**src/rtl/ahcfl_pkg.sv**
```systemverilog
package ahcfl_pkg;

    typedef struct packed {
        logic [2:0] cmd;
        logic [7:0] data_byte;
        logic [5:0] buf_index;
    } item_t;

    typedef struct packed {
        logic       tx_valid;
        logic [7:0] tx_byte;
        logic [7:0] read_data;
        logic [2:0] link_status;
    } res_t;

    typedef enum logic [2:0] {
        MODE_HUNT = 3'd0,
        MODE_BODY = 3'd1,
        MODE_HIGH = 3'd2,
        MODE_LOW  = 3'd3,
        MODE_GOOD = 3'd4,
        MODE_TX   = 3'd5
    } mode_t;

    typedef enum logic [3:0] {
        ST_IDLE,
        ST_RX_W2,
        ST_TX_RD,
        ST_HOST_RD,
        ST_SUM,
        ST_APP_LO,
        ST_APP_END,
        ST_RESP
    } ctrl_state_t;

    localparam logic [2:0] CMD_RX       = 3'd0;
    localparam logic [2:0] CMD_TX_READY = 3'd1;
    localparam logic [2:0] CMD_HOST_WR  = 3'd2;
    localparam logic [2:0] CMD_HOST_RD  = 3'd3;
    localparam logic [2:0] CMD_START    = 3'd4;
    localparam logic [2:0] CMD_REARM    = 3'd5;

    localparam logic [7:0] CH_ETX   = 8'h03;
    localparam logic [7:0] CH_EOT   = 8'h04;
    localparam logic [7:0] CH_ENQ   = 8'h05;
    localparam logic [7:0] CH_ACK   = 8'h06;
    localparam logic [7:0] CH_ZERO  = 8'h30;
    localparam logic [7:0] CH_SEVEN = 8'h37;
    localparam logic [7:0] CH_NINE  = 8'h39;

    // ASCII hex digit to value; letters map through '7' so 'A' gives 10
    function automatic logic [7:0] digit_value(input logic [7:0] c);
        if (c <= CH_NINE)
            return c - CH_ZERO;
        return c - CH_SEVEN;
    endfunction

    function automatic logic [7:0] hex_char(input logic [3:0] n);
        if (n < 4'd10)
            return {4'b0, n} + CH_ZERO;
        return {4'b0, n} + CH_SEVEN;
    endfunction

endpackage

```
**src/rtl/ascii_hex_checksum_frame_link.sv**
```systemverilog
// Framed byte link with ASCII hex checksum over one shared frame buffer of
// BUF_DEPTH bytes, held in a single-port-write, single-port-read memory with
// a registered read. Requests are taken one at a time: a request is accepted
// only when the sequencer is idle, and every request returns exactly one
// result through an output register. A receive byte that restarts a frame
// or carries the final digit makes a second buffer write, and a tx-ready or
// host read waits for the memory read, before the result is registered.
// Start tx walks the buffer through the memory read port at one byte per
// cycle. A stalled result holds the sequencer.
module ascii_hex_checksum_frame_link #(
    parameter int BUF_DEPTH = 64
) (
    input  logic             clk,
    input  logic             rst_n,
    input  logic             item_valid,
    output logic             item_stall,
    input  ahcfl_pkg::item_t item,
    output logic             result_valid,
    input  logic             result_stall,
    output ahcfl_pkg::res_t  result
);

    import ahcfl_pkg::*;

    localparam int AW = $clog2(BUF_DEPTH);

    logic          mem_we;
    logic [AW-1:0] mem_waddr;
    logic [7:0]    mem_wdata;
    logic          mem_re;
    logic [AW-1:0] mem_raddr;
    logic [7:0]    mem_rdata;

    ahcfl_mem #(
        .DEPTH (BUF_DEPTH),
        .AW    (AW)
    ) u_mem (
        .clk   (clk),
        .we    (mem_we),
        .waddr (mem_waddr),
        .wdata (mem_wdata),
        .re    (mem_re),
        .raddr (mem_raddr),
        .rdata (mem_rdata)
    );

    ahcfl_ctrl #(
        .BUF_DEPTH (BUF_DEPTH),
        .AW        (AW)
    ) u_ctrl (
        .clk          (clk),
        .rst_n        (rst_n),
        .item_valid   (item_valid),
        .item_stall   (item_stall),
        .item         (item),
        .result_valid (result_valid),
        .result_stall (result_stall),
        .result       (result),
        .mem_we       (mem_we),
        .mem_waddr    (mem_waddr),
        .mem_wdata    (mem_wdata),
        .mem_re       (mem_re),
        .mem_raddr    (mem_raddr),
        .mem_rdata    (mem_rdata)
    );

    // a byte is only handed out while transmitting
    a_tx_in_tx_mode: assert property (@(posedge clk) disable iff (!rst_n)
        (result_valid && result.tx_valid) |-> (result.link_status == MODE_TX))
        else $error("tx byte outside transmit mode");

    a_tx_byte_zero: assert property (@(posedge clk) disable iff (!rst_n)
        (result_valid && !result.tx_valid) |-> (result.tx_byte == 8'h00))
        else $error("tx byte set without tx valid");

    a_read_excl: assert property (@(posedge clk) disable iff (!rst_n)
        (result_valid && result.tx_valid) |-> (result.read_data == 8'h00))
        else $error("read data and tx byte in one result");

    a_no_rw_collide: assert property (@(posedge clk) disable iff (!rst_n)
        !(mem_we && mem_re && (mem_waddr == mem_raddr)))
        else $error("read and write to the same buffer entry");

    // a new request is only taken once the previous result left the sequencer
    a_one_in_flight: assert property (@(posedge clk) disable iff (!rst_n)
        (item_valid && !item_stall) |=> item_stall)
        else $error("request accepted while busy");

endmodule

```
**src/rtl/ahcfl_mem.sv**
```systemverilog
module ahcfl_mem #(
    parameter int DEPTH = 64,
    parameter int AW    = 6
) (
    input  logic          clk,
    input  logic          we,
    input  logic [AW-1:0] waddr,
    input  logic [7:0]    wdata,
    input  logic          re,
    input  logic [AW-1:0] raddr,
    output logic [7:0]    rdata
);

    logic [7:0] store [DEPTH];
    logic [7:0] rdata_reg;

    always_ff @(posedge clk)
    begin
        if (we)
        begin
            store[waddr] <= wdata;
        end
    end

    always_ff @(posedge clk)
    begin
        if (re)
        begin
            rdata_reg <= store[raddr];
        end
    end

    assign rdata = rdata_reg;

endmodule

```
**src/rtl/ahcfl_ctrl.sv**
```systemverilog
module ahcfl_ctrl #(
    parameter int BUF_DEPTH = 64,
    parameter int AW        = 6
) (
    input  logic                clk,
    input  logic                rst_n,
    input  logic                item_valid,
    output logic                item_stall,
    input  ahcfl_pkg::item_t    item,
    output logic                result_valid,
    input  logic                result_stall,
    output ahcfl_pkg::res_t     result,
    output logic                mem_we,
    output logic [AW-1:0]       mem_waddr,
    output logic [7:0]          mem_wdata,
    output logic                mem_re,
    output logic [AW-1:0]       mem_raddr,
    input  logic [7:0]          mem_rdata
);

    import ahcfl_pkg::*;

    localparam logic [AW-1:0] POS_LIM  = AW'(BUF_DEPTH - 2);
    localparam logic [AW-1:0] SCAN_LIM = AW'(BUF_DEPTH - 3);
    localparam logic [AW-1:0] LAST     = AW'(BUF_DEPTH - 1);

    ctrl_state_t   state_reg, state_next;
    mode_t         mode_reg, mode_next;
    logic [AW-1:0] pos_reg, pos_next;
    logic [7:0]    sum_reg, sum_next;
    logic          out_valid_reg, out_valid_next;
    res_t          out_reg, out_next;
    logic [AW-1:0] scan_reg, scan_next;
    logic [AW-1:0] w2_addr_reg, w2_addr_next;
    logic [7:0]    w2_data_reg, w2_data_next;
    logic          res_tx_valid_reg, res_tx_valid_next;
    logic [7:0]    res_tx_byte_reg, res_tx_byte_next;
    logic [7:0]    res_read_reg, res_read_next;

    logic [AW-1:0] pos_adv;
    logic          starter;
    logic          term;
    logic          idx_ok;
    logic [AW-1:0] idx_addr;

    assign pos_adv  = (pos_reg < POS_LIM) ? pos_reg + 1'b1 : pos_reg;
    assign starter  = (item.data_byte == CH_ACK) || (item.data_byte == CH_ENQ);
    assign term     = (item.data_byte == CH_ETX) || (item.data_byte == CH_EOT);
    assign idx_ok   = 32'(item.buf_index) < BUF_DEPTH;
    assign idx_addr = AW'(item.buf_index);

    assign item_stall   = (state_reg != ST_IDLE);
    assign result_valid = out_valid_reg;
    assign result       = out_reg;

    always_comb
    begin
        state_next        = state_reg;
        mode_next         = mode_reg;
        pos_next          = pos_reg;
        sum_next          = sum_reg;
        out_valid_next    = out_valid_reg;
        out_next          = out_reg;
        scan_next         = scan_reg;
        w2_addr_next      = w2_addr_reg;
        w2_data_next      = w2_data_reg;
        res_tx_valid_next = res_tx_valid_reg;
        res_tx_byte_next  = res_tx_byte_reg;
        res_read_next     = res_read_reg;
        mem_we            = 1'b0;
        mem_waddr         = '0;
        mem_wdata         = '0;
        mem_re            = 1'b0;
        mem_raddr         = '0;

        if (out_valid_reg && !result_stall)
        begin
            out_valid_next = 1'b0;
        end

        case (state_reg)
            ST_IDLE:
            begin
                if (item_valid)
                begin
                    res_tx_valid_next = 1'b0;
                    res_tx_byte_next  = '0;
                    res_read_next     = '0;
                    state_next        = ST_RESP;
                    case (item.cmd)
                        CMD_RX:
                        begin
                            if (mode_reg != MODE_TX && mode_reg != MODE_GOOD)
                            begin
                                mem_we    = 1'b1;
                                mem_waddr = pos_adv;
                                mem_wdata = item.data_byte;
                                pos_next  = pos_adv;
                                if (starter)
                                begin
                                    // restart: byte lands at the advanced slot and at slot 0
                                    mode_next    = MODE_BODY;
                                    pos_next     = '0;
                                    sum_next     = item.data_byte;
                                    w2_addr_next = '0;
                                    w2_data_next = item.data_byte;
                                    state_next   = ST_RX_W2;
                                end
                                else
                                begin
                                    case (mode_reg)
                                        MODE_HUNT:
                                        begin
                                        end
                                        MODE_BODY:
                                        begin
                                            sum_next = sum_reg + item.data_byte;
                                            if (term)
                                            begin
                                                mem_wdata = '0;
                                                mode_next = MODE_HIGH;
                                            end
                                        end
                                        MODE_HIGH:
                                        begin
                                            mem_wdata = '0;
                                            mode_next = (digit_value(item.data_byte) ==
                                                         {4'b0, sum_reg[7:4]}) ?
                                                        MODE_LOW : MODE_HUNT;
                                        end
                                        MODE_LOW:
                                        begin
                                            mem_wdata    = '0;
                                            mode_next    = (digit_value(item.data_byte) ==
                                                            {4'b0, sum_reg[3:0]}) ?
                                                           MODE_GOOD : MODE_HUNT;
                                            w2_addr_next = LAST;
                                            w2_data_next = '0;
                                            state_next   = ST_RX_W2;
                                        end
                                        default:
                                        begin
                                            mode_next = MODE_HUNT;
                                            pos_next  = '0;
                                        end
                                    endcase
                                end
                            end
                        end
                        CMD_TX_READY:
                        begin
                            if (mode_reg == MODE_TX)
                            begin
                                mem_re     = 1'b1;
                                mem_raddr  = pos_reg;
                                state_next = ST_TX_RD;
                            end
                        end
                        CMD_HOST_WR:
                        begin
                            mem_we    = idx_ok;
                            mem_waddr = idx_addr;
                            mem_wdata = item.data_byte;
                        end
                        CMD_HOST_RD:
                        begin
                            if (idx_ok)
                            begin
                                mem_re     = 1'b1;
                                mem_raddr  = idx_addr;
                                state_next = ST_HOST_RD;
                            end
                        end
                        CMD_START:
                        begin
                            mem_re     = 1'b1;
                            mem_raddr  = '0;
                            scan_next  = '0;
                            sum_next   = '0;
                            state_next = ST_SUM;
                        end
                        CMD_REARM:
                        begin
                            mode_next = MODE_HUNT;
                        end
                        default:
                        begin
                        end
                    endcase
                end
            end
            ST_RX_W2:
            begin
                mem_we     = 1'b1;
                mem_waddr  = w2_addr_reg;
                mem_wdata  = w2_data_reg;
                state_next = ST_RESP;
            end
            ST_TX_RD:
            begin
                state_next = ST_RESP;
                if (mem_rdata == '0)
                begin
                    mode_next = MODE_HUNT;
                end
                else
                begin
                    res_tx_valid_next = 1'b1;
                    res_tx_byte_next  = mem_rdata;
                    if (pos_reg == LAST)
                    begin
                        // ran off the end: clear slot 0 so the next ready ends the send
                        pos_next  = '0;
                        mem_we    = 1'b1;
                        mem_waddr = '0;
                        mem_wdata = '0;
                    end
                    else
                    begin
                        pos_next = pos_reg + 1'b1;
                    end
                end
            end
            ST_HOST_RD:
            begin
                res_read_next = mem_rdata;
                state_next    = ST_RESP;
            end
            ST_SUM:
            begin
                // mem_rdata holds the entry at scan_reg
                if (scan_reg < SCAN_LIM && mem_rdata != '0)
                begin
                    sum_next  = sum_reg + mem_rdata;
                    scan_next = scan_reg + 1'b1;
                    mem_re    = 1'b1;
                    mem_raddr = scan_reg + 1'b1;
                end
                else
                begin
                    mem_we     = 1'b1;
                    mem_waddr  = scan_reg;
                    mem_wdata  = hex_char(sum_reg[7:4]);
                    state_next = ST_APP_LO;
                end
            end
            ST_APP_LO:
            begin
                mem_we     = 1'b1;
                mem_waddr  = scan_reg + AW'(1);
                mem_wdata  = hex_char(sum_reg[3:0]);
                state_next = ST_APP_END;
            end
            ST_APP_END:
            begin
                mem_we     = 1'b1;
                mem_waddr  = scan_reg + AW'(2);
                mem_wdata  = '0;
                mem_re     = 1'b1;
                mem_raddr  = '0;
                mode_next  = MODE_TX;
                pos_next   = '0;
                state_next = ST_TX_RD;
            end
            ST_RESP:
            begin
                if (!out_valid_reg || !result_stall)
                begin
                    out_valid_next       = 1'b1;
                    out_next.tx_valid    = res_tx_valid_reg;
                    out_next.tx_byte     = res_tx_byte_reg;
                    out_next.read_data   = res_read_reg;
                    out_next.link_status = mode_reg;
                    state_next           = ST_IDLE;
                end
            end
            default:
            begin
                state_next = ST_IDLE;
            end
        endcase
    end

    always_ff @(posedge clk or negedge rst_n)
    begin
        if (!rst_n)
        begin
            state_reg     <= ST_IDLE;
            mode_reg      <= MODE_GOOD;
            pos_reg       <= '0;
            sum_reg       <= '0;
            out_valid_reg <= 1'b0;
        end
        else
        begin
            state_reg     <= state_next;
            mode_reg      <= mode_next;
            pos_reg       <= pos_next;
            sum_reg       <= sum_next;
            out_valid_reg <= out_valid_next;
        end
    end

    always_ff @(posedge clk)
    begin
        out_reg          <= out_next;
        scan_reg         <= scan_next;
        w2_addr_reg      <= w2_addr_next;
        w2_data_reg      <= w2_data_next;
        res_tx_valid_reg <= res_tx_valid_next;
        res_tx_byte_reg  <= res_tx_byte_next;
        res_read_reg     <= res_read_next;
    end

endmodule
```
**config.mk**
```make
export PLATFORM = sky130hd
export DESIGN_NAME = ascii_hex_checksum_frame_link
export DESIGN_NICKNAME = d
export VERILOG_FILES = /design/src/rtl/ahcfl_pkg.sv /design/src/rtl/ascii_hex_checksum_frame_link.sv /design/src/rtl/ahcfl_mem.sv /design/src/rtl/ahcfl_ctrl.sv
export SDC_FILE = /design/constraint.sdc
export NUM_CORES = 1
export LEC_CHECK = 0
export ABC_AREA = 0
export BUFFER_PORTS_ARGS = -buffer_cell sky130_fd_sc_hd__buf_2
export CORE_ASPECT_RATIO = 2
export CORE_MARGIN = 4
export CORE_UTILIZATION = 60
export DETAILED_ROUTE_END_ITERATION = 8
export PLACE_DENSITY = 0.77
export SETUP_SLACK_MARGIN = 0.1
export SLEW_MARGIN = 20
export SYNTH_ARGS = -nofsm -noshare
export SYNTH_HDL_FRONTEND = slang
export SYNTH_HIERARCHICAL = 1
export SYNTH_SLANG_ARGS = --single-unit
```
**constraint.sdc**
```tcl
create_clock -name clk -period 4.7 [get_ports clk]
set_clock_uncertainty 0.15 [all_clocks]
set_input_delay 0.94 -clock clk [delete_from_list [all_inputs] [get_ports clk]]
set_output_delay 0.94 -clock clk [all_outputs]
set_load 0.005 [all_outputs]
```
# After elaboration in Yosys (flattened, before gate mapping)
# Memories as Yosys holds them, arrays and structs flattened. A register that Yosys moved wholly into a read port is not among the register bits.
# Cells that the tools add are included.
# totals
ff_bits	79
latchBits	0
ram_bits	512
romBits	0
in_bits	21
out_inout_bits	22
wordCells	226
n_memories	1
# memory_table
name	depth	word_bits	read_ports	rd_ports_with_merged_regs	write_ports	line_no	source
u_mem.store	64	8	1	1	1	ahcfl_mem.sv:14	logic [7:0] store [DEPTH];
# op_classes
add_sub_neg	11
n_mul	0
n_div	0
n_lt_le_gt_ge	5
n_eq_ne	40
shift	0
mux	121
bitwise	0
n_reduce_logical	33
# op_table
cell	count
two-way mux 8 bit	33
two-way mux 6 bit	18
case mux 8 bit (2 select lines)	6
case mux 6 bit (2 select lines)	4
two-way mux 1 bit	33
case mux 8 bit (4 select lines)	1
case mux 6 bit (5 select lines)	1
adder 4 x 6 -> 7 bit (second input constant)	4
equality test 8 x 3 -> 1 bit (second input constant)	3
two-way mux 3 bit	8
case mux 4 bit (6 select lines)	1
two-way mux 4 bit	5
case mux 6 bit (3 select lines)	1
adder 8 bit	2
equality test 4 x 3 -> 1 bit (second input constant)	4
equality test 8 x 4 -> 1 bit	2
case mux 4 bit (4 select lines)	1
subtractor 8 x 6 -> 8 bit (second input constant)	2
adder 6 x 1 -> 6 bit (second input constant)	2
equality test 3 x 2 -> 1 bit (second input constant)	4
< comparator 6 bit (second input constant)	2
inequality test 3 bit (second input constant)	4
case mux 3 bit (4 select lines)	1
inequality test 2 bit (second input constant)	5
other kinds (38)	63

# Depth between registers and ports, before layout
# Gate-level depths: netlist of the first run.
# depth
word_depth	23
ltp_mapped	16
depth_no_buf	11

# Cells and area by module
# The synthesis of the first run kept the hierarchy.
# by_module_without_submodules
mod	n_inst	cells_per_inst	area_each_um2	seq_area_each_um2
ahcfl_mem	1	972	20270.7	15615.0
ahcfl_ctrl	1	588	5396.4	2088.3

# Least setup slack after synthesis of the first run
# OpenSTA, ideal clock, no wires.
# synth_timing
kind	input to register
startpoint	in item[14] (netlist bit)
endpoint	mem u_mem.store[28][0], enable pin
setup_ns	0.370
t_arrival_ns	3.555
required_ns	4.180
setup_slack_ns	0.624
cell_stages	10
n_path_buf	3
cell_sequence	clkbuf_2 -> or3_4 -> nor2_1 -> a22oi_1 -> o21ai_0 -> clkbuf_1 -> or3b_2 -> or2_2 -> clkbuf_1 -> nor2_1
# synth_via
elab_cells_between_ends	10
classes_between	eq/ne (1); mux (8); reduce/logical (1)
# synth_rtl
item	line_no	source
start: declaration	ascii_hex_checksum_frame_link.sv:17	input ahcfl_pkg::item_t item,
equality test 3 x 2 -> 1 bit / logical NOT 3 bit (equally long branches)	-	
case mux 6 bit (2 select lines) *	ahcfl_ctrl.sv:90	case (item.cmd)
two-way mux 6 bit *	ahcfl_ctrl.sv:84	if (item_valid)
case mux 6 bit (5 select lines) *	ahcfl_ctrl.sv:81	case (state_reg)
via mem_waddr[2]	ascii_hex_checksum_frame_link.sv:28	logic [AW-1:0] mem_waddr;
end: declaration	ahcfl_mem.sv:14	
# Mark *: on every way through the listed nets, which the timed path passes. The rest lies on a longest branch.

# Worst setup path after layout of the first run
# layout_timing
startpoint	reg u_mem.rdata_reg[4] (netlist: u_mem/rdata[4]) (read register of u_mem.store)
endpoint	reg u_mem.rdata_reg[2] (netlist: u_mem/rdata[2]) (read register of u_mem.store), data pin
# layout_via
elab_chain_cells	4
elab_cells_between_ends	6
classes_between	mux (4); reduce/logical (2)
# layout_lines
item	line_no	source
start: declaration	ahcfl_mem.sv:15	logic [7:0] rdata_reg;
nonzero test 8 bit	ahcfl_ctrl.sv:232	if (scan_reg < SCAN_LIM && mem_rdata != '0)
logical AND 1 bit	ahcfl_ctrl.sv:232	
two-way mux 6 bit	ahcfl_ctrl.sv:232	
case mux 6 bit (2 select lines)	ahcfl_ctrl.sv:81	
via mem_raddr[0]	ascii_hex_checksum_frame_link.sv:31	logic [AW-1:0] mem_raddr;
# The timed path passes the listed nets, and every way through them passes these cells.
# A chain may end at the register's enable or synchronous reset.

==> impl_results.md, run 1 <==
* Worst-Margin Slew at 1.21 ns
* Area contributors post-synth: edfxtp_1 67%, mux4_2 11%, dfrtp_1 1.9%
* CTS tree: yes
* Number of global-route vias before repair at roughly 16k
* Area of the multi-input gates at 7430 um2
* Clk slew on worst S/H paths at 0.07 ns
* Synthesized flop and latch total at 593
* Power Density at just over 500 nW/um2
* Worst setup SP type: flip-flop
* Resize count post-CTS at 0
* Synth Area in Compound Gates at 6.92%
* Initial antenna violation count at 2
* Hold violation count in the final report at 0
* Post-synthesis simple-gate area fraction at 7.37%
* Row count at 107
* Synth Cell Area at 25700 um2
* R2r worst-path depth at 10
* Mux cell area share after synthesis at 11.9%
* RSZ-0062 raised after global routing: false
* Post-synthesis adder-cell area fraction at 1.47%
* # diodes at 0
* DR iter-0 viols at roughly 1.7k
* Layout Nets at between 1.5k and 2k
* Yosys cell types at around 80
* Flop-to-flop setup slack at 0.37 ns
* Initial core utilization at 60.5%
* Root buffer cell: clkbuf_16
* Global-route wire length before repair at between 100 and 150 mm
* Setup Fix Bufs, Post-CTS at 0
* Post-route DRC at 0
* Antenna Nets Post-Route at 0
* Hold WC Path Type: input port to asynchronous set/reset pin
* Seq/Total Area, Yosys at between 60% and 70%
* Mapped Cells at roughly 1.6k
* Worst Setup End Kind: flip-flop
* CP startpoint: u_mem/rdata[4]
* Die H at between 300 and 400 um
* Largest net degree at the start of global routing at between 60 and 70
* F_max at ~230 MHz
* Reg with most FFs: u_mem/store
* Slew HR at 17.1%
* WS Path Type: flip-flop to flip-flop
* Fillers at ~2.7k
* Share of Yosys cell area claimed by the top area cell type at 66.9%
* GP Congestion at roughly 1
* R2R Path Start: u_mem/rdata[4]
* DP HPWL at 49.8 mm
* Detailed Route WL at 69.8 mm
* TNS Setup at 0 ns
* P&R area growth vs syn at 12.7%
* Most common cell after layout, fill and taps aside: edfxtp_1
* Synth Area in XOR/XNOR at less than 1%
* Ys async rst share at 3.54%
* Largest family of logic cells by synthesized area: multiplexers
* Clk Latency, worst-skew pair at between 0.5 and 0.6 ns
* CTS Hold Bufs at 0
* Routed WL per cell at between 30 and 40 um
* Total clock sinks at 593
* Ports at 43
* Syn avg cell area at 16.5 um2
* Register Area at between 15000 and 20000 um2
* Die X at ~150 um
* Worst-path maximum fanout at 26
* Tcrit/Tclk final at 92.2%
* Max reg flops at 512
* Worst EP required at 4.86 ns
* Slew Limit Fails at 0
* Global route total overflow at 0
* Max_cap viols at 0
* Setup crit end: u_mem/rdata[2]
* Ys flop type: edfxtp_1
* H-Tree Depth at 2
* Status: completed
* Fraction of layout cells with a size suffix above 1 at approximately a quarter
* Vias post-DR at 15.4k
* Count of final setup violators at 0
* Vias per inst at about 6.8
* Post-synth EDFFs at 572
* Core area at 42400 um2
* Core Util, Final at 68.2%
* Clk buf depth at 3
* CTS Buf Count at 47
* First-pass detailed-route iteration total at 5
* Min Tclk post-route at 4.33 ns
* Overall Power at 14.8 mW
* Post-synth top area cell: edfxtp_1
* Die footprint at 46400 um2
* Port bufs at 42
* Worst-case vdd ir drop at about 330 uV
* Gr usage total at 30.5%
* Worst flop-to-flop path endpoint: u_mem/rdata[2]
* Worst path arrival time at ~4.5 ns
* Leak at 9.50 nW
* Syn. warnings at 6
* Commonest cells after routing, fill and taps aside: 572 x edfxtp_1, 133 x nor2_1, 124 x mux4_2
critical path, stage by stage, from the launching register on:
cell      delay (ns)
edfxtp_1        0.58
or4_1           0.70
o22ai_1         0.34
or2_2           0.32
o22ai_4         0.17
buf_12          0.21
buf_4           0.20
mux4_2          0.51
o22ai_1         0.42
a31oi_1         0.14
a32o_1          0.28
cells by family after synthesis:
kind of cell             Yosys count
AO/OA/AOI/OAI                    255
XOR/XNOR                          25
adder cells (fa/ha/maj)           29
buffers and inverters            121
flip-flops                       593
multiplexers                     151
other                              1
AND/OR/NAND/NOR                  385
area by class of cell:
cell class                      instances  share of cell area, %
Multi-Input combinational cell        848                   25.7
Tap cell                              545                   2.36
Clock buffer                           52                   4.20
Inverter                               26                  0.337
Sequential cell                       593                   61.2
Clock inverter                         32                   1.35
Timing Repair Buffer                  179                   4.89
worst min-delay path by stage:
| stage | startpoint | endpoint | slack [ns] | cells after the start |
|---|---|---|---|---|
| finish | rst_n | u_ctrl/state_reg[2] | 0.22 | 1 |
| global route | rst_n | u_ctrl/state_reg[2] | 0.25 | 1 |
| CTS | rst_n | u_ctrl/state_reg[2] | 0.21 | 1 |
| detailed placement | u_ctrl/res_tx_byte_reg[6] | u_ctrl/result[17] | 0.25 | 0 |
| global placement | u_ctrl/res_tx_valid_reg | u_ctrl/result[19] | 0.25 | 0 |
| floorplan | u_ctrl/res_read_reg[7] | u_ctrl/result[10] | 0.25 | 0 |
per-layer routing:
| metal | vias to the layer above | global-route usage [%] | wire [um] |
|---|---|---|---|
| met5 | - | 0 | 0 |
| met4 | 0 | 24.7 | 7200 |
| met1 | 7708 | 30.2 | 20200 |
| met2 | 898 | 56.0 | 38300 |
| li1 | 6492 | - | - |
| met3 | 299 | 3.87 | 4080 |
cell usage after synthesis (all sizes together), types with 8 or more instances:
cell type	n
a221oi	9
a21o	8
a31oi	19
o21ai	47
nor2	133
a22oi	18
nand3	39
buf	51
dfrtp	20
or3	11
xor2	8
o22ai	29
mux2i	25
nor2b	16
edfxtp	572
o221ai	8
mux4	124
nand2	74
ha	27
and2	22
inv	24
nand3b	8
o211ai	12
nor3	19
xnor2	15
nand2b	13
or2	13
a21oi	42
nand4	8
clkbuf	44
nor3b	8
stage by stage:
stage | setup WS (ns) | hold slack, ns | instance area, um2 | std cells
2_1_floorplan | 0.624 | 0.250 | 25700 | 1562
3_3_place_gp | 0.218 | 0.251 | 27300 | 2191
3_5_place_dp | 0.115 | 0.255 | 27300 | 2191
4_1_cts | 0.411 | 0.215 | 28900 | 2275
5_1_grt | 0.251 | 0.250 | 28900 | 2275
6_report | 0.367 | 0.219 | 28900 | 2275
power by group:
part           total, mW  internal (mW)  leakage, nW  switching (mW)
sequential          6.82           6.51         5.52           0.308
combinational       3.79           1.37         3.19            2.42
clock               4.15           2.32        0.783            1.82
total               14.8           10.2         9.50            4.55
Power figures use the tool's default switching activity.
==> run 2, diff against run 1 <==
==> constraint.sdc (replaced) <==
create_clock -name clk -period 4.35 [get_ports clk]
set_clock_uncertainty 0.15 [all_clocks]
set_input_delay 0.87 -clock clk [delete_from_list [all_inputs] [get_ports clk]]
set_output_delay 0.87 -clock clk [all_outputs]
set_load 0.005 [all_outputs]
==> run 2 against run 1 <==
Total power increased by 9.5%. Sequential cell count unchanged. Worst hold slack got worse by 0.074 ns. Sequential power increased by 7.0%. Register-to-register slack got worse by 0.13 ns.
==> impl_results.md, run 2 (synthesis results as in run 1) <==
* DR iter-0 viols at 1680 (-2.3%)
* Clk buf depth at 3 (unchanged)
* Ports at 43 (unchanged)
* Pint at 11.2 mW (+9.6%)
* Die X at 154 um (unchanged)
* Vias per inst at 6.84 (+1.1%)
* Fraction of layout cells with a size suffix above 1 at 25.1% (+0.88 points)
* Worst-case vdd ir drop at 428 uV (+29%)
* Hold WS at 0.144 ns (-0.0745 ns)
* Commonest cells after routing, fill and taps aside: 572 x edfxtp_1, 133 x nor2_1, 132 x buf_4
* Root buffer cell: clkbuf_16
* Vias post-DR at 15.6k (+1.6%)
* Clock share of power at 28.3% (+0.2 points)
* F_max at 243 MHz (+5.2%)
* Row count at 107 (unchanged)
* Switch Pwr at 4.98 mW (+9.5%)
* Die H at 301 um (unchanged)
* Slew HR at 35.8% (+19 points)
* Slew Limit Fails at 0 (unchanged)
* Reg power frac at 45.2% (-1.0 points)
* P&R area growth vs syn at 13.4%
* Total clock sinks at 593 (unchanged)
* # diodes at 0 (unchanged)
* WP buf/inv at 2 (unchanged)
* PnR worst setup slack at 0.232 ns (-0.135 ns)
* CTS Hold Bufs at 0 (unchanged)
* Core area at 42400 um2 (unchanged)
* Leak at 9.56 nW (+0.65%)
* Slowest stage delay, CP at 0.67 ns (-0.03 ns)
* Status: completed
* Post-route DRC at 0 (unchanged)
* Count of final setup violators at 0 (unchanged)
* Worst-Margin Slew at 0.938 ns (-0.274 ns)
* Tcrit/Tclk final at 94.7% (+2.5 points)
* Initial core utilization at 60.5% (unchanged)
* Routed WL per cell at 31.4 um (+2.3%)
* Detailed Route WL at 71.7 mm (+2.8%)
* M1 WL at 20.8 mm (+3.1%)
* WS Path Type: flip-flop to flip-flop
* Antenna Nets Post-Route at 0 (unchanged)
* Overall Power at 16.2 mW (+9.5%)
* Largest net degree at the start of global routing at 65 (unchanged)
* Crit-path leading delay family: simple AND/OR/NAND/NOR gates
* TNS Setup at 0 ns (unchanged)
* Worst flop-to-flop path endpoint: u_mem/rdata[5]
* Hold WC Path Type: input port to asynchronous set/reset pin
* Routed met3 length at 4.06 mm (-0.51%)
* Layout Nets at 1756 (+0.63%)
* Worst-path maximum fanout at 49 (+88%)
* Initial antenna violation count at 0 (-2)
* RSZ-0062 raised after global routing: true
* Clk Latency, worst-skew pair at 0.58 ns (about the same)
* Worst path slowest cell: dfstp_2
* Max reg flops at 512 (unchanged)
* Global route total overflow at 0 (unchanged)
* Logic pwr share at 26.5% (+0.8 points)
* First-pass detailed-route iteration total at 6 (+1)
* Clk slew on worst S/H paths at 0.08 ns (about the same)
* Register Area at 17700 um2 (unchanged)
* Max_cap viols at 0 (unchanged)
* Die footprint at 46400 um2 (unchanged)
* Worst path arrival time at 4.39 ns (-0.11 ns)
* Flop-to-flop setup slack at 0.23 ns (-0.13 ns)
* Pre-CTS WS at 0.0949 ns (-0.0202 ns)
* H-Tree Depth at 2 (unchanged)
* GP Congestion at 0.984 (+1.1%)
* R2R Path Start: u_ctrl/mode_reg[2]
* Number of global-route vias before repair at 16.1k (-0.34%)
* Reg with most FFs: u_mem/store
* Port bufs at 42 (unchanged)
* CTS tree: yes
* Final Instance Count excl. Fillers at 2286 (+0.48%)
* Hold violation count in the final report at 0 (unchanged)
* Gr usage total at 30.9% (+0.32 points)
* Top sig layer: met4
* Min Tclk post-route at 4.12 ns (-0.215 ns)
* Sw Share at 30.8% (about the same)
* Crit-path cells: nor2b_1 > nand2_1 > nor3b_1 > a22oi_1 > o22ai_4 > buf_12 > mux4_2 > o22ai_1 > nor4_1 > buf_4 > o21ai_0 > nand3_1
* WL met2 at 38.9 mm (+1.5%)
* DP HPWL at 49.6 mm (-0.44%)
* CTS Buf Count at 48 (+2.1%)
* Most common cell after layout, fill and taps aside: edfxtp_1
* Power Density at 556 nW/um2 (+8.9%)
* R2r worst-path depth at 12 (+2)
* Worst Setup End Kind: flip-flop
* Post-Place Cells at 2199 (+0.37%)
* Global-route wire length before repair at 104 mm (+0.97%)
* Worst EP required at 4.62 ns (-0.24 ns)
* Worst setup SP type: flip-flop
* Area of the multi-input gates at 7450 um2 (+0.29%)
* Fillers at 2710 (+0.74%)
[run 2: changes by cell type in the layout (fill, tap and decap cells not counted), sizes merged]
cell,before,now
buf,179,188
clkinvlp,3,8
clkbuf,52,51
clkinv,19,17
inv,28,27
bufinv,8,9
[run 2: power groups by stage]
stage               Clock [mW]  Sequential, mW  Combinational [mW]
finish                    4.57            7.30                4.29
global placement             0            7.40                4.08
CTS                       4.62            7.29                4.19
floorplan                    0            7.31                2.56
detailed placement           0            7.42                4.16
global route              4.86            7.33                4.52
[run 2: layer usage]
layer  global-route usage (%)  up-vias
li1                         -     6513
met1                     30.5     7851
met2                     56.8      925
met3                     3.73      352
met4                     24.9        0
met5                        0        -
[run 2: area by class of cell]
cell class / count / area share (%)
inverter: 26 / 0.335
multi-input combinational: 848 / 25.6
timing repair buffer: 189 / 5.18
tap: 545 / 2.34
clock inverter: 35 / 1.54
clock buffer: 50 / 4.15
sequential: 593 / 60.8
[run 2: worst max-delay path by stage]
stage	start	to	slack (ns)	cells past startpoint
5_1_grt	u_ctrl/mode_reg[2]	u_mem/rdata[5]	0.08	12
3_3_place_gp	item[14]	u_mem/store[52][4]	0.12	12
2_1_floorplan	item[14]	u_mem/store[28][0]	0.34	10
4_1_cts	u_mem/rdata[1]	u_mem/store[52][5]	0.19	10
3_5_place_dp	item[16]	u_mem/rdata[7]	0.09	12
6_report	u_ctrl/mode_reg[2]	u_mem/rdata[5]	0.23	12
[run 2: per-stage QoR]
| step | util (%) | area [um2] |
|---|---|---|
| 2_1_floorplan | - | 25700 |
| 3_3_place_gp | 64.5 | 27400 |
| 3_5_place_dp | 64.5 | 27400 |
| 4_1_cts | 68.4 | 29000 |
| 5_1_grt | 68.6 | 29100 |
| 6_report | 68.6 | 29100 |
[run 2: what timing repair did]
item,4_1_cts,5_1_grt
endpoints found under the setup margin,0,9
resized for setup,0,1
setup buffers,0,1
[run 2: worst register-to-register path, stage by stage (launching register included)]
cell,delay (ns)
dfstp_2,0.67
nor2b_1,0.21
nand2_1,0.12
nor3b_1,0.31
a22oi_1,0.18
o22ai_4,0.29
buf_12,0.35
mux4_2,0.47
o22ai_1,0.11
nor4_1,0.64
buf_4,0.21
o21ai_0,0.13
nand3_1,0.12
==> run 3, diff against run 2 <==
--- a/config.mk
+++ b/config.mk
@@ -8,7 +8,7 @@
 export ABC_AREA = 0
 export BUFFER_PORTS_ARGS = -buffer_cell sky130_fd_sc_hd__buf_2
 export CORE_ASPECT_RATIO = 2
-export CORE_MARGIN = 4
+export CORE_MARGIN = 2
 export CORE_UTILIZATION = 60
 export DETAILED_ROUTE_END_ITERATION = 8
 export PLACE_DENSITY = 0.77
==> constraint.sdc (replaced) <==
create_clock -name clk -period 4.1 [get_ports clk]
set_clock_uncertainty 0.15 [all_clocks]
set_input_delay 0.82 -clock clk [delete_from_list [all_inputs] [get_ports clk]]
set_output_delay 0.82 -clock clk [all_outputs]
set_load 0.005 [all_outputs]
==> run 3 against run 2 <==
Wire length shrank 1.1%. Final area grew 0.91%. Sequential power is 6.2% higher. Clock-buffer cell count up 1. Sequential share of layout area decreased by 0.55 points. Global-route usage increased by 1.7 points. Setup slack lost 0.056 ns. Total power rose by 6.2%. Clock power grew 4%. Cell count rose by 1.7%. First-iteration DRC count shrank 12%. Critical path type unchanged. Critical endpoint is now u_mem/store[60][4]. Largest cell class unchanged. Highest routed layer unchanged.
==> impl_results.md, run 3 (synthesis results as in run 1) <==
* Crit-path cells: nand4_1 > o22ai_1 > buf_4 > and2_1 > a21oi_1 > a21oi_1 > or3_1 > or3b_2 > or2_2 > nor2_1 > buf_4
* Worst-Margin Slew at 1.03 ns (+0.0907 ns)
* Worst EP required at 4.24 ns (-0.38 ns)
* Most common cell after layout, fill and taps aside: edfxtp_1
* Gr usage total at 32.5% (+1.7 points)
* Number of global-route vias before repair at 15.9k (-1.1%)
* Clk slew on worst S/H paths at 0.08 ns (about the same)
* CTS Buf Count at 48 (unchanged)
* Worst path slowest cell: or3_1
* Status: completed
* Initial core utilization at 60.5% (unchanged)
* Min Tclk post-route at 3.92 ns (-0.194 ns)
* Hold violation count in the final report at 0 (unchanged)
* Slew Limit Fails at 0 (unchanged)
* H-Tree Depth at 2 (unchanged)
* Max reg flops at 512 (unchanged)
* Worst path arrival time at 4.06 ns (-0.33 ns)
* Worst-path maximum fanout at 10 (-80%)
* Initial antenna violation count at 0 (unchanged)
* Row count at 107 (unchanged)
* WS Path Type: flip-flop to flip-flop
* R2r worst-path depth at 11 (-1)
* Largest net degree at the start of global routing at 65 (unchanged)
* Setup crit end: u_mem/store[60][4]
* CTS Hold Bufs at 0 (unchanged)
* Fraction of layout cells with a size suffix above 1 at 26.5% (+1.4 points)
* Post-route DRC at 0 (unchanged)
* Worst setup SP type: flip-flop
* First-pass detailed-route iteration total at 6 (unchanged)
* # diodes at 0 (unchanged)
* Reg with most FFs: u_mem/store
* M1 WL at 21.2 mm (+1.6%)
* RSZ-0062 raised after global routing: false
* Resize count post-CTS at 0 (unchanged)
* Clk Latency, worst-skew pair at 0.59 ns (about the same)
* GP Congestion at 0.995 (+1.1%)
* Pre-CTS WS at -0.0141 ns (-0.109 ns)
* Ports at 43 (unchanged)
* Flop-to-flop setup slack at 0.18 ns (-0.06 ns)
* Port bufs at 42 (unchanged)
* Commonest cells after routing, fill and taps aside: 572 x edfxtp_1, 161 x buf_4, 131 x nor2_1
* Placed cell areas at 27700 um2 (+1.3%)
* WL met2 at 38.5 mm (-1.0%)
* Slowest stage delay, CP at 0.53 ns (-0.14 ns)
* Global route total overflow at 0 (unchanged)
* F_max at 255 MHz (+4.9%)
* CTS tree: yes
* Die H at 297 um (-1.3%)
* Tcrit/Tclk final at 95.7% (+1.0 points)
* R2R Path Start: u_ctrl/scan_reg[5]
* DR iter-0 viols at 1478 (-12%)
* Die X at 150 um (-2.6%)
* Routed met3 length at 4.09 mm (+0.81%)
* Worst Setup End Kind: flip-flop
* Detailed Route WL at 70.9 mm (-1.1%)
* P&R area growth vs syn at 14.4%
* Total clock sinks at 593 (unchanged)
* Hold WS at 0.105 ns (-0.0393 ns)
* Routed WL per cell at 30.5 um (-2.7%)
* Layout Nets at 1791 (+2.0%)
* Worst flop-to-flop path endpoint: u_mem/store[60][4]
* Root buffer cell: clkbuf_16
* DP HPWL at 50.6 mm (+2.0%)
* Power Density at 584 nW/um2 (+5.2%)
* Top sig layer: met4
* Antenna Nets Post-Route at 0 (unchanged)
* Slew HR at 30.5% (-5.3 points)
* Vias per inst at 6.69 (-2.2%)
* Worst-case vdd ir drop at 402 uV (-6.1%)
* Vias post-DR at 15.6k (-0.52%)
* Setup Fix Bufs, Post-CTS at 0 (unchanged)
* Overall Power at 17.2 mW (+6.2%)
* Clk buf depth at 3 (unchanged)
* Die footprint at 44500 um2 (-3.9%)
* Hold WC Path Type: input port to asynchronous set/reset pin
* CP startpoint: u_ctrl/scan_reg[5]
* Global-route wire length before repair at 103 mm (-1.5%)
* Leak at 9.75 nW (+2.0%)
* Count of final setup violators at 0 (unchanged)
* Core area at 42400 um2 (unchanged)
* Finished Cell Area at 29400 um2 (+0.91%)
* PnR worst setup slack at 0.176 ns (-0.0558 ns)
* Max_cap viols at 0 (unchanged)
run 3: stage by stage:
stage          std cells  setup TNS [ns]  utilization, %
6_report            2324               0            69.2
3_3_place_gp        2235               0            65.3
3_5_place_dp        2235         -0.0141            65.3
5_1_grt             2324               0            69.2
2_1_floorplan       1562               0               -
4_1_cts             2323               0            69.1
run 3: power breakdown:
group | internal, mW | switching [mW] | leakage, nW
combinational | 1.75 | 2.93 | 3.43
clock | 2.61 | 2.13 | 0.792
sequential | 7.46 | 0.288 | 5.52
run 3: layer usage:
layer  vias up  GRT usage [%]
li1       6592              -
met1      7828           32.1
met2       825           59.7
met3       314           4.40
met4         0           26.1
met5         -              0
run 3: how the worst min path moves through the flow:
stage	to	startpoint	depth (start not counted)	slack [ns]
after global placement	u_ctrl/result[17]	u_ctrl/res_tx_byte_reg[6]	0	0.25
after CTS	u_ctrl/mode_reg[0]	rst_n	1	0.09
after global routing	u_ctrl/mode_reg[0]	rst_n	1	0.12
after detailed placement	u_ctrl/result[3]	u_ctrl/res_read_reg[0]	0	0.25
after floorplan	u_ctrl/result[10]	u_ctrl/res_read_reg[7]	0	0.25
final	u_ctrl/sum_reg[7]	rst_n	1	0.10
run 3: critical path, delay by kind of cell (launching register included):
family	cells	cell delay, ns
AOI/OAI and AO/OA	3	0.47
buffers and inverters	2	0.37
DFF	1	0.50
and+or+nand+nor	6	2.13
run 3: area by class of cell:
cell class | instances | area, um2
clock inverter | 37 | 393
fill | 2691 | 13100
inverter | 26 | 97.6
clock buffer | 51 | 1210
multi-input combinational | 848 | 7450
timing repair buffer | 224 | 1830
sequential | 593 | 17700
tap | 545 | 682
